$ cat src/pvca_pkg.sv
// types and constants shared by the voxel color accumulator modules
// no dependencies
package pvca_pkg;

   localparam int AXIS_CELLS = 32;
   localparam int POS_BITS = 24;
   localparam int COLOR_BITS = 16;
   localparam int CFG_IDX_BITS = 3;
   localparam int CFG_DATA_BITS = 24;
   localparam int CELL_FIELD_BITS = 6;
   localparam int OUT_CELL_BITS = 5;
   localparam int OUT_SUM_BITS = 24;
   localparam int VIDX_BITS = 15;
   localparam int ONE_Q12 = 4096;
   localparam int SIZE_BITS = POS_BITS + 1;
   localparam int NUMER_BITS = SIZE_BITS + CELL_FIELD_BITS + 1;
   localparam int DIV_CNT_BITS = 6;

   localparam logic [CFG_IDX_BITS-1:0] CFG_MIN_X = 3'd0;
   localparam logic [CFG_IDX_BITS-1:0] CFG_MIN_Y = 3'd1;
   localparam logic [CFG_IDX_BITS-1:0] CFG_MIN_Z = 3'd2;
   localparam logic [CFG_IDX_BITS-1:0] CFG_MAX_X = 3'd3;
   localparam logic [CFG_IDX_BITS-1:0] CFG_MAX_Y = 3'd4;
   localparam logic [CFG_IDX_BITS-1:0] CFG_MAX_Z = 3'd5;
   localparam logic [CFG_IDX_BITS-1:0] CFG_CELLS = 3'd6;

   localparam logic [1:0] CMD_ACCUM = 2'd0;
   localparam logic [1:0] CMD_READ  = 2'd1;
   localparam logic [1:0] CMD_CLEAR = 2'd2;

   typedef enum logic [3:0] {
      ST_CLEAR,
      ST_IDLE,
      ST_CHECK,
      ST_DIV_LOAD,
      ST_DIV_STEP,
      ST_DIV_DONE,
      ST_MEM_READ,
      ST_MEM_WAIT,
      ST_MEM_WRITE,
      ST_OUT
   } state_type;

   typedef struct packed {
      logic clr_write;
      logic capture;
      logic div_load;
      logic div_step;
      logic div_store;
      logic mem_read;
      logic mem_write;
      logic out_load;
   } ctrl_type;

   typedef struct packed {
      logic clr_last;
      logic is_accum;
      logic ok;
      logic div_last;
      logic axis_last;
   } status_type;

endpackage

$ cat src/pvca_ctrl.sv
// controller state machine for the voxel color accumulator
// depends on pvca_pkg
module pvca_ctrl (
   input  logic                   clock,
   input  logic                   reset,
   input  logic                   req_valid,
   output logic                   req_stall,
   output logic                   rsp_valid,
   input  logic                   rsp_stall,
   input  pvca_pkg::status_type   stat,
   output pvca_pkg::ctrl_type     ctrl
);
   import pvca_pkg::*;

   state_type state_ff, state_in;
   logic      valid_ff, valid_in;

   always_ff @(posedge clock) begin
      if (reset) begin
         state_ff <= ST_CLEAR;
         valid_ff <= 1'b0;
      end else begin
         state_ff <= state_in;
         valid_ff <= valid_in;
      end
   end

   always_comb begin
      state_in = state_ff;
      case (state_ff)
         ST_CLEAR:     if (stat.clr_last) state_in = ST_IDLE;
         ST_IDLE:      if (req_valid) state_in = ST_CHECK;
         ST_CHECK: begin
            if (!stat.ok) state_in = ST_OUT;
            else if (stat.is_accum) state_in = ST_DIV_LOAD;
            else state_in = ST_MEM_READ;
         end
         ST_DIV_LOAD:  state_in = ST_DIV_STEP;
         ST_DIV_STEP:  if (stat.div_last) state_in = ST_DIV_DONE;
         ST_DIV_DONE:  state_in = stat.axis_last ? ST_MEM_READ : ST_DIV_LOAD;
         ST_MEM_READ:  state_in = ST_MEM_WAIT;
         ST_MEM_WAIT:  state_in = ST_MEM_WRITE;
         ST_MEM_WRITE: state_in = ST_OUT;
         ST_OUT:       if (!valid_ff || !rsp_stall) state_in = ST_IDLE;
         default:      state_in = ST_IDLE;
      endcase
   end

   always_comb begin
      ctrl = '0;
      valid_in = valid_ff && rsp_stall;
      case (state_ff)
         ST_CLEAR:     ctrl.clr_write = 1'b1;
         ST_IDLE:      ctrl.capture = req_valid;
         ST_DIV_LOAD:  ctrl.div_load = 1'b1;
         ST_DIV_STEP:  ctrl.div_step = 1'b1;
         ST_DIV_DONE:  ctrl.div_store = 1'b1;
         ST_MEM_READ:  ctrl.mem_read = 1'b1;
         ST_MEM_WRITE: ctrl.mem_write = 1'b1;
         ST_OUT: begin
            if (!valid_ff || !rsp_stall) begin
               ctrl.out_load = 1'b1;
               valid_in = 1'b1;
            end
         end
         default: ctrl = '0;
      endcase
   end

   assign req_stall = (state_ff != ST_IDLE);
   assign rsp_valid = valid_ff;

   a_no_load_when_held: assert property (@(posedge clock) disable iff (reset)
      (rsp_valid && rsp_stall) |-> !ctrl.out_load) else $error("result overwritten");
   a_accept_only_idle: assert property (@(posedge clock) disable iff (reset)
      ctrl.capture |=> (state_ff == ST_CHECK)) else $error("capture outside idle");
   a_clear_before_use: assert property (@(posedge clock) disable iff (reset)
      (state_ff == ST_CLEAR) |-> req_stall) else $error("accept during clear");
endmodule

$ cat config.mk
export PLATFORM = sky130hd
export DESIGN_NAME = pvca_ctrl
export DESIGN_NICKNAME = d
export VERILOG_FILES = /design/src/pvca_pkg.sv /design/src/pvca_ctrl.sv
export SDC_FILE = /design/constraint.sdc
export NUM_CORES = 1
export LEC_CHECK = 0
export ABC_CLOCK_PERIOD_IN_PS = 2300
export BUFFER_PORTS_ARGS = -buffer_cell sky130_fd_sc_hd__clkbuf_2
export CORE_UTILIZATION = 25
export DETAILED_ROUTE_END_ITERATION = 10
export PLACE_DENSITY = 0.53
export SLEW_MARGIN = 20
export SYNTH_ARGS = -nofsm -noshare
export SYNTH_HDL_FRONTEND = slang
export SYNTH_SLANG_ARGS = --single-unit
$ cat constraint.sdc
create_clock -name clock -period 2.3 [get_ports clock]
set_input_delay 0.46 -clock clock [delete_from_list [all_inputs] [get_ports clock]]
set_output_delay 0.46 -clock clock [all_outputs]
set_load 0.05 [all_outputs]
==> flow_summary.toml, run 1 <==
[run_status]
status = "completed"

[floorplanning]
initial_core_util_pct = 28.4
core.rowCount = 13
core_area_sq_um = 1380
dieArea_sq_um = 1730
num_io_pins = 19
fp.dieW_um = 41.6
die_h_um = 41.6

[clock_network]
cts-root-buf = "clkbuf_4"
cts.sinks = 5
postCtsHoldBufs = 0
cts_htree_levels = 1
cts_setup_buffers = 0
cts_resized = 0
numCtsBuffers = 3
cts_tree = "yes"
clock_latency_ns = 0.23
clk_pin_slew_ns = 0.04
clockBufferDepth = 2

[logic_synthesis]
synth_edf_count = 0
synth_area_leaders = "dfxtp_1 (25%), a21oi_1 (6.4%), nor4_1 (6.4%), mux2i_1 (5.1%), nor2b_1 (4.8%)"
netlist_area_sq_um = 393
synth_ff_type = "dfxtp_1"
netlist.area_leader.share_pct = 25.5
avgSynthCellArea_sq_um = 7.56
synthCells = 52
synth.distinct_cells = 26
ys_seq_area_share_pct = 25.5
yosys_warnings = 0
yosys.area.top_type = "dfxtp_1"
syn-num-nets = 61
async_flop_share_pct = 0
synth_seq_cells = 5

[power_and_ir_drop]
clkPwrFrac_pct = 26.1
p_leak_uw = 0.000214
p_per_area_nw_per_um2 = 726
p_sw_uw = 153
power.share.combinational_pct = 42.4
seq_power_share_pct = 31.4
ir_worst_vdd_mv = 0.319
swShare_pct = 41.5
intPower_uw = 216

[timing]
slew_viol_final = 0
finalSetupViolCount = 0
setup_tns_ns = 0
slew_headroom_pct = 70.5
fin_crit_ns = 2.00
period_share_pct = 86.8
worstMarginPinSlew_ns = 0.442
fin_worst_skew_ns = 0.000774
finalHoldWorstSlack_ns = 0.465
fmax_mhz = 501
hold_violations = 0
rsz0062_at_grt = "no"

[placement]
place.gp.congestion = 0.748
port_buffers = 18
dp_cells = 81
place_hpwl_um = 681
placed_cell_area_sq_um = 482

[layout]
drive_gt1_share_pct = 35.7
finalInstanceArea_sq_um = 508
fin_cells = 85
antenna_cells = 0
fin_util_pct = 36.7
area_growth_pct = 29.3
fin_nets = 80

[route]
drtIter0Drc = 4
first_pass_iters = 2
post_drt_wl_per_cell_um = 10.2
via_count = 405
wl_um = 868
route.detailed.drc = 0
via_per_inst = 4.76
antenna_left = 0

[critical_path]
cp-start-kind = "flip-flop"
critPathTopFamily = "flip-flops"
cp-end-kind = "primary output"
cp.required_ns = 1.84
critPathKind = "flip-flop to primary output"
slowest_stage = "dfxtp_1"
critPathMaxFanout = 14
path_buf_inv = 2
arrival_ns = 1.54
path_cells = "inv_1 > nor4_1 > clkbuf_2"
critPathMaxStageDelay_ns = 0.56

[global_routing]
antenna_found_initial = 0
grt_pass1_wl_um = 1350
grt_max_degree = 16
grt_pass1_vias = 314
track_usage_pct = 9.87
overflow = 0

[job]
drv_cap = 0

[min_path]
hold_path.class = "input port to flip-flop"
-- flip-flops by register name, indices dropped and copies added, names as in the netlist --
signal     flops
rsp_valid      1
state_ff       4
-- kinds of logic after synthesis --
group,share of synthesized area [%]
multiplexers,5.10
AO/OA/AOI/OAI,22.9
buffers and inverters,7.96
flip-flops,25.5
AND/OR/NAND/NOR,38.5
-- metal layers --
metal	routed length, um	track usage [%]	vias up
met3	29	2.61	0
met2	351	12.8	11
met5	0	0	-
li1	-	-	227
met4	0	5.81	0
met1	486	14.2	167
-- power by group through the flow --
| stage | Combinational [uW] | Clock, uW | Sequential [uW] |
|---|---|---|---|
| floorplan | 142 | 0 | 103 |
| detailed placement | 157 | 0 | 117 |
| CTS | 158 | 103 | 115 |
| global placement | 158 | 0 | 117 |
| global route | 168 | 107 | 119 |
| finish | 157 | 96.5 | 116 |
-- per-stage QoR --
stage | power, uW | worst slack, ns
floorplan | 245 | -0.272
global placement | 275 | 0.559
detailed placement | 274 | 0.551
CTS | 376 | 0.294
global route | 394 | 0.164
finish | 369 | 0.303
-- cell usage after synthesis, drive strengths merged, types with 2 or more instances --
library cell and number:
dfxtp 5, nor3 3, nand2b 2, a21oi 5, and3 2, nand3 2
clkbuf 2, buf 3, or3b 2, nor4 4, nand2 3, nor2b 3
nor2 4, mux2i 2
-- cell type report --
type | count | area [sq um]
Clock buffer | 4 | 26.3
Fill cell | 152 | 875
Inverter | 1 | 3.75
Multi-Input combinational cell | 41 | 262
Sequential cell | 5 | 100
Tap cell | 15 | 18.8
Timing Repair Buffer | 19 | 97.6
-- worst paths after layout --
check                        endpoint  slack [ns]  depth (start not counted)                      from
min reg2reg      rsp_valid$_SDFF_PP0_        0.52                          2      rsp_valid$_SDFF_PP0_
max                           ctrl[4]        0.30                          3  state_ff[2]$_SDFFE_PP0P_
min          state_ff[3]$_SDFFE_PP0P_        0.47                          2                     reset
max reg2reg  state_ff[0]$_SDFFE_PP0P_        0.82                          3  state_ff[2]$_SDFFE_PP0P_
-- placed cells by master (no fill, tap or decap), types with 3 or more instances in the layout --
cell type  count
a21oi_1        5
nor2_1         4
nand2_1        3
nor3_1         3
clkbuf_4       3
nor2b_1        3
nor4_1         4
clkbuf_2      18
dfxtp_1        5
Note: power is estimated with default switching activity, not from simulation.
==> inputs of run 2 (changes only) <==
==> constraint.sdc (replaced) <==
create_clock -name clock -period 2.3 [get_ports clock]
set_input_delay 0.115 -clock clock [delete_from_list [all_inputs] [get_ports clock]]
set_output_delay 0.115 -clock clock [all_outputs]
set_load 0.05 [all_outputs]
==> flow_summary.toml, run 2 (same netlist as run 1, synthesis figures left out) <==
[route]
antenna_left = 0
route.detailed.drc = 0
via_per_inst = 4.95
drtIter0Drc = 11
first_pass_iters = 4
via_count = 416
post_drt_wl_per_cell_um = 11.3
wl_um = 945

[critical_path]
path_buf_inv = 1
path_cells = "nor2b_1 > nor3b_1 > clkbuf_2"
slowest_stage = "dfxtp_1"
critPathTopFamily = "flip-flops"
critPathMaxFanout = 19
r2r_setup_slack_ns = 0.78
arrival_ns = 1.69
cp.required_ns = 2.18
critPathMaxStageDelay_ns = 0.65
critPathKind = "flip-flop to primary output"
cp-start-kind = "flip-flop"
cp-end-kind = "primary output"

[floorplanning]
dieArea_sq_um = 1730
core_area_sq_um = 1380
initial_core_util_pct = 28.4
core.rowCount = 13
num_io_pins = 19
fp.dieW_um = 41.6
die_h_um = 41.6

[clock_network]
cts_tree = "yes"
cts_htree_levels = 1
cts.sinks = 5
cts_resized = 0
clock_latency_ns = 0.24
numCtsBuffers = 3
postCtsHoldBufs = 0
cts-root-buf = "clkbuf_4"
clk_pin_slew_ns = 0.05
cts_setup_buffers = 0
clockBufferDepth = 2

[min_path]
hold_path.class = "input port to flip-flop"

[global_routing]
grt_pass1_wl_um = 1520
antenna_found_initial = 0
grt_max_degree = 20
overflow = 0
grt_pass1_vias = 333
track_usage_pct = 11.2

[power_and_ir_drop]
p_leak_uw = 0.000209
p_per_area_nw_per_um2 = 747
ir_worst_vdd_mv = 0.283

[placement]
place.gp.congestion = 0.784
port_buffers = 18
pre_cts_ws_ns = 0.767

[timing]
fin_crit_ns = 1.80
fmax_mhz = 555
hold_violations = 0
setup_ws_ns = 0.499
finalSetupViolCount = 0
worstMarginPinSlew_ns = 0.536
period_share_pct = 78.3
rsz0062_at_grt = "no"
fin_worst_skew_ns = 0.000584
setup_tns_ns = 0
slew_headroom_pct = 64.2
slew_viol_final = 0

[layout]
area_growth_pct = 27.4
regMostFlops = "state_ff"
final-seq-area_sq_um = 100
final_cell_mix = "clkbuf_2 (18), a21oi_1 (5), dfxtp_1 (5)"
antenna_cells = 0
largest_reg_flops = 4
multi_input_area_sq_um = 262
fin_nets = 79
final_common_cell = "clkbuf_2"
drive_gt1_share_pct = 34.8
num-fill-cells = 153

[run_status]
status = "completed"

[job]
drv_cap = 0
run 2: report_power, final:
group | switching, uW | internal (uW) | total (uW) | leakage [uW]
logic | 90.5 | 51.3 | 142 | 0.000153
clock network | 39.8 | 65.8 | 106 | 0.0000150
registers | 31.1 | 95.2 | 126 | 0.0000408
total | 161 | 212 | 374 | 0.000209
run 2: routing by layer:
metal,GRT usage (%),vias to the layer above,wire length [um]
met5,0,-,0
met4,9.68,0,6
met3,1.30,2,57
met2,13.1,17,387
met1,17.2,172,494
li1,-,225,-
run 2: worst paths after layout:
kind,from,to,depth (start not counted)
setup / recovery,state_ff[0]$_SDFFE_PP0P_,ctrl[3],3
hold / removal,reset,state_ff[3]$_SDFFE_PP0P_,2
setup reg to reg,state_ff[0]$_SDFFE_PP0P_,state_ff[0]$_SDFFE_PP0P_,3
hold reg to reg,rsp_valid$_SDFF_PP0_,rsp_valid$_SDFF_PP0_,2
run 2: final cells by class:
class | instances | share of cell area (%)
Sequential cell | 5 | 20.0
Multi-Input combinational cell | 41 | 52.3
Timing Repair Buffer | 18 | 18.0
Clock buffer | 4 | 5.25
Inverter | 1 | 0.750
Tap cell | 15 | 3.75
run 2: stage by stage:
stage / hold slack, ns / area, sq um / utilization [%] / std cells / total power, uW
after floorplan: 0.184 / 393 / - / 52 / 245
after global placement: 0.360 / 474 / 34.3 / 80 / 269
after detailed placement: 0.359 / 474 / 34.3 / 80 / 269
after CTS: 0.0976 / 500 / 36.2 / 84 / 378
after global routing: 0.107 / 500 / 36.2 / 84 / 394
final: 0.0994 / 500 / 36.2 / 84 / 374
==> inputs of run 3 (changes only) <==
ABC_AREA = 1   (was not set)
ABC_CLOCK_PERIOD_IN_PS = 1800   (was 2300)
PLACE_DENSITY = 0.52   (was 0.53)
clock period = 1.8 ns   (was 2.3 ns; I/O delays follow)
==> flow_summary.toml, run 3 <==
[run_status]
status = "completed"

[logic_synthesis]
synth.distinct_cells = 14
synth.most_common_cell = "nand2_1"
synth_seq_cells = 5
yosys-top-cells-count = "nand2_1 (16), inv_1 (14), nor2_1 (12)"
yosys.area.top_type = "dfxtp_1"
synth_ff_type = "dfxtp_1"
synth_area_leaders = "dfxtp_1 (24%), nand2_1 (14%), inv_1 (12%), nor2_1 (11%), nand3_1 (8.2%)"
netlist_area_sq_um = 425
synth_edf_count = 0
netlist.area_leader.share_pct = 23.5
async_flop_share_pct = 0
syn-num-nets = 84
synthCells = 75
ys_seq_area_share_pct = 23.5
yosys_warnings = 0
avgSynthCellArea_sq_um = 5.67

[global_routing]
grt_pass1_vias = 414
track_usage_pct = 11.5
overflow = 0
antenna_found_initial = 0
grt_max_degree = 7
grt_pass1_wl_um = 1620

[placement]
placed_cell_area_sq_um = 536
place_hpwl_um = 863
place.gp.congestion = 0.759
port_buffers = 18

[timing]
period_share_pct = 81.0
slew_viol_final = 0
setup_tns_ns = 0
fmax_mhz = 686
slew_headroom_pct = 81.6
hold_violations = 0
fin_crit_ns = 1.46
rsz0062_at_grt = "no"
finalSetupViolCount = 0
worstMarginPinSlew_ns = 0.278
fin_worst_skew_ns = 0.000248

[power_and_ir_drop]
p_leak_uw = 0.000353
p_per_area_nw_per_um2 = 1400
ir_worst_vdd_mv = 0.715

[critical_path]
cp.required_ns = 1.71
critPathMaxFanout = 6
cp-end-kind = "primary output"
cp-start-kind = "flip-flop"
r2r_setup_slack_ns = 0.59
arrival_ns = 1.37
critPathKind = "flip-flop to primary output"

[clock_network]
clock_latency_ns = 0.24
postCtsHoldBufs = 0
cts_resized = 0
cts.sinks = 5
clockBufferDepth = 2
numCtsBuffers = 3
cts_setup_buffers = 0
cts_tree = "yes"
cts-root-buf = "clkbuf_4"
clk_pin_slew_ns = 0.04
cts_htree_levels = 1

[floorplanning]
num_io_pins = 19
dieArea_sq_um = 1870
core_area_sq_um = 1540
die_h_um = 43.3
core.rowCount = 14
initial_core_util_pct = 27.6
fp.dieW_um = 43.3

[layout]
final_cell_mix = "clkbuf_2 (18), nand2_1 (16), inv_1 (14)"
finalInstanceArea_sq_um = 562
final_common_cell = "clkbuf_2"
fin_nets = 107
antenna_cells = 0
largest_reg_flops = 4
regMostFlops = "state_ff"
drive_gt1_share_pct = 35.1
area_growth_pct = 32.1

[route]
m1WireLength_um = 476
post_drt_wl_per_cell_um = 8.75
wl_um = 989
via_per_inst = 4.34
first_pass_iters = 4
wl_met3_um = 63
wl_met2_um = 450
drtIter0Drc = 5
route.detailed.drc = 0
maxUsedRoutingLayer = "met3"
via_count = 490
antenna_left = 0

[min_path]
hold_path.class = "input port to flip-flop"

[job]
drv_cap = 0
[run 3: cell types whose count changed in the layout (fill, tap and decap cells not counted), moves of 4 or more]
cell / before / now
inv_1: 1 / 14
inv_2: 0 / 4
nand2_1: 3 / 16
nand3_1: 2 / 7
nor2_1: 4 / 12
nor2_2: 0 / 4
nor4_1: 4 / 0
[run 3: path summary, 6_finish.rpt]
kind | startpoint | endpoint | depth (start not counted)
min | reset | rsp_valid$_SDFF_PP0_ | 2
max reg2reg | state_ff[0]$_SDFFE_PP0P_ | state_ff[0]$_SDFFE_PP0P_ | 7
min reg2reg | rsp_valid$_SDFF_PP0_ | rsp_valid$_SDFF_PP0_ | 2
max | state_ff[0]$_SDFFE_PP0P_ | ctrl[0] | 5
[run 3: cell families (layout without fill, tap and decap cells)]
group	Yosys count	count (layout)	synth area share (%)
buffers and inverters	18	40	15.9
and+or+nand+nor	45	45	51.2
AOI/OAI and AO/OA	7	7	9.41
DFF	5	5	23.5
[run 3: through the flow]
stage / worst slack, ns / util [%] / total power, uW / hold slack, ns / instances
2_1_floorplan: 0.0275 / - / 564 / 0.159 / 75
3_3_place_gp: 0.576 / 34.7 / 668 / 0.291 / 109
3_5_place_dp: 0.599 / 34.7 / 663 / 0.297 / 109
4_1_cts: 0.334 / 36.4 / 797 / 0.0438 / 113
5_1_grt: 0.212 / 36.4 / 855 / 0.0470 / 113
6_report: 0.341 / 36.4 / 788 / 0.0499 / 113
[run 3: critical path, cell delays in order, from the launching register on]
cell and delay, ns:
dfxtp_1 0.43, inv_2 0.09, nor2_4 0.15, nand2_1 0.10
nor2_1 0.09, clkbuf_2 0.28
[run 3: per-layer routing]
layer,up-vias,GRT usage [%]
li1,270,-
met1,206,14.4
met2,14,18.5
met3,0,2.55
met4,0,5.45
met5,-,0
[run 3: cell type report]
| type | instances | area (sq um) |
|---|---|---|
| Inverter | 18 | 67.6 |
| Sequential cell | 5 | 100 |
| Tap cell | 16 | 20.0 |
| Fill cell | 184 | 980 |
| Clock buffer | 4 | 26.3 |
| Timing Repair Buffer | 18 | 90.1 |
| Multi-Input combinational cell | 52 | 258 |
[run 3: where the power goes]
group | leakage (uW) | internal, uW | switching (uW) | total [uW]
sequential | 0.0000408 | 135 | 42.1 | 177
clock | 0.0000150 | 83.7 | 45.0 | 129
combinational | 0.000297 | 129 | 354 | 483
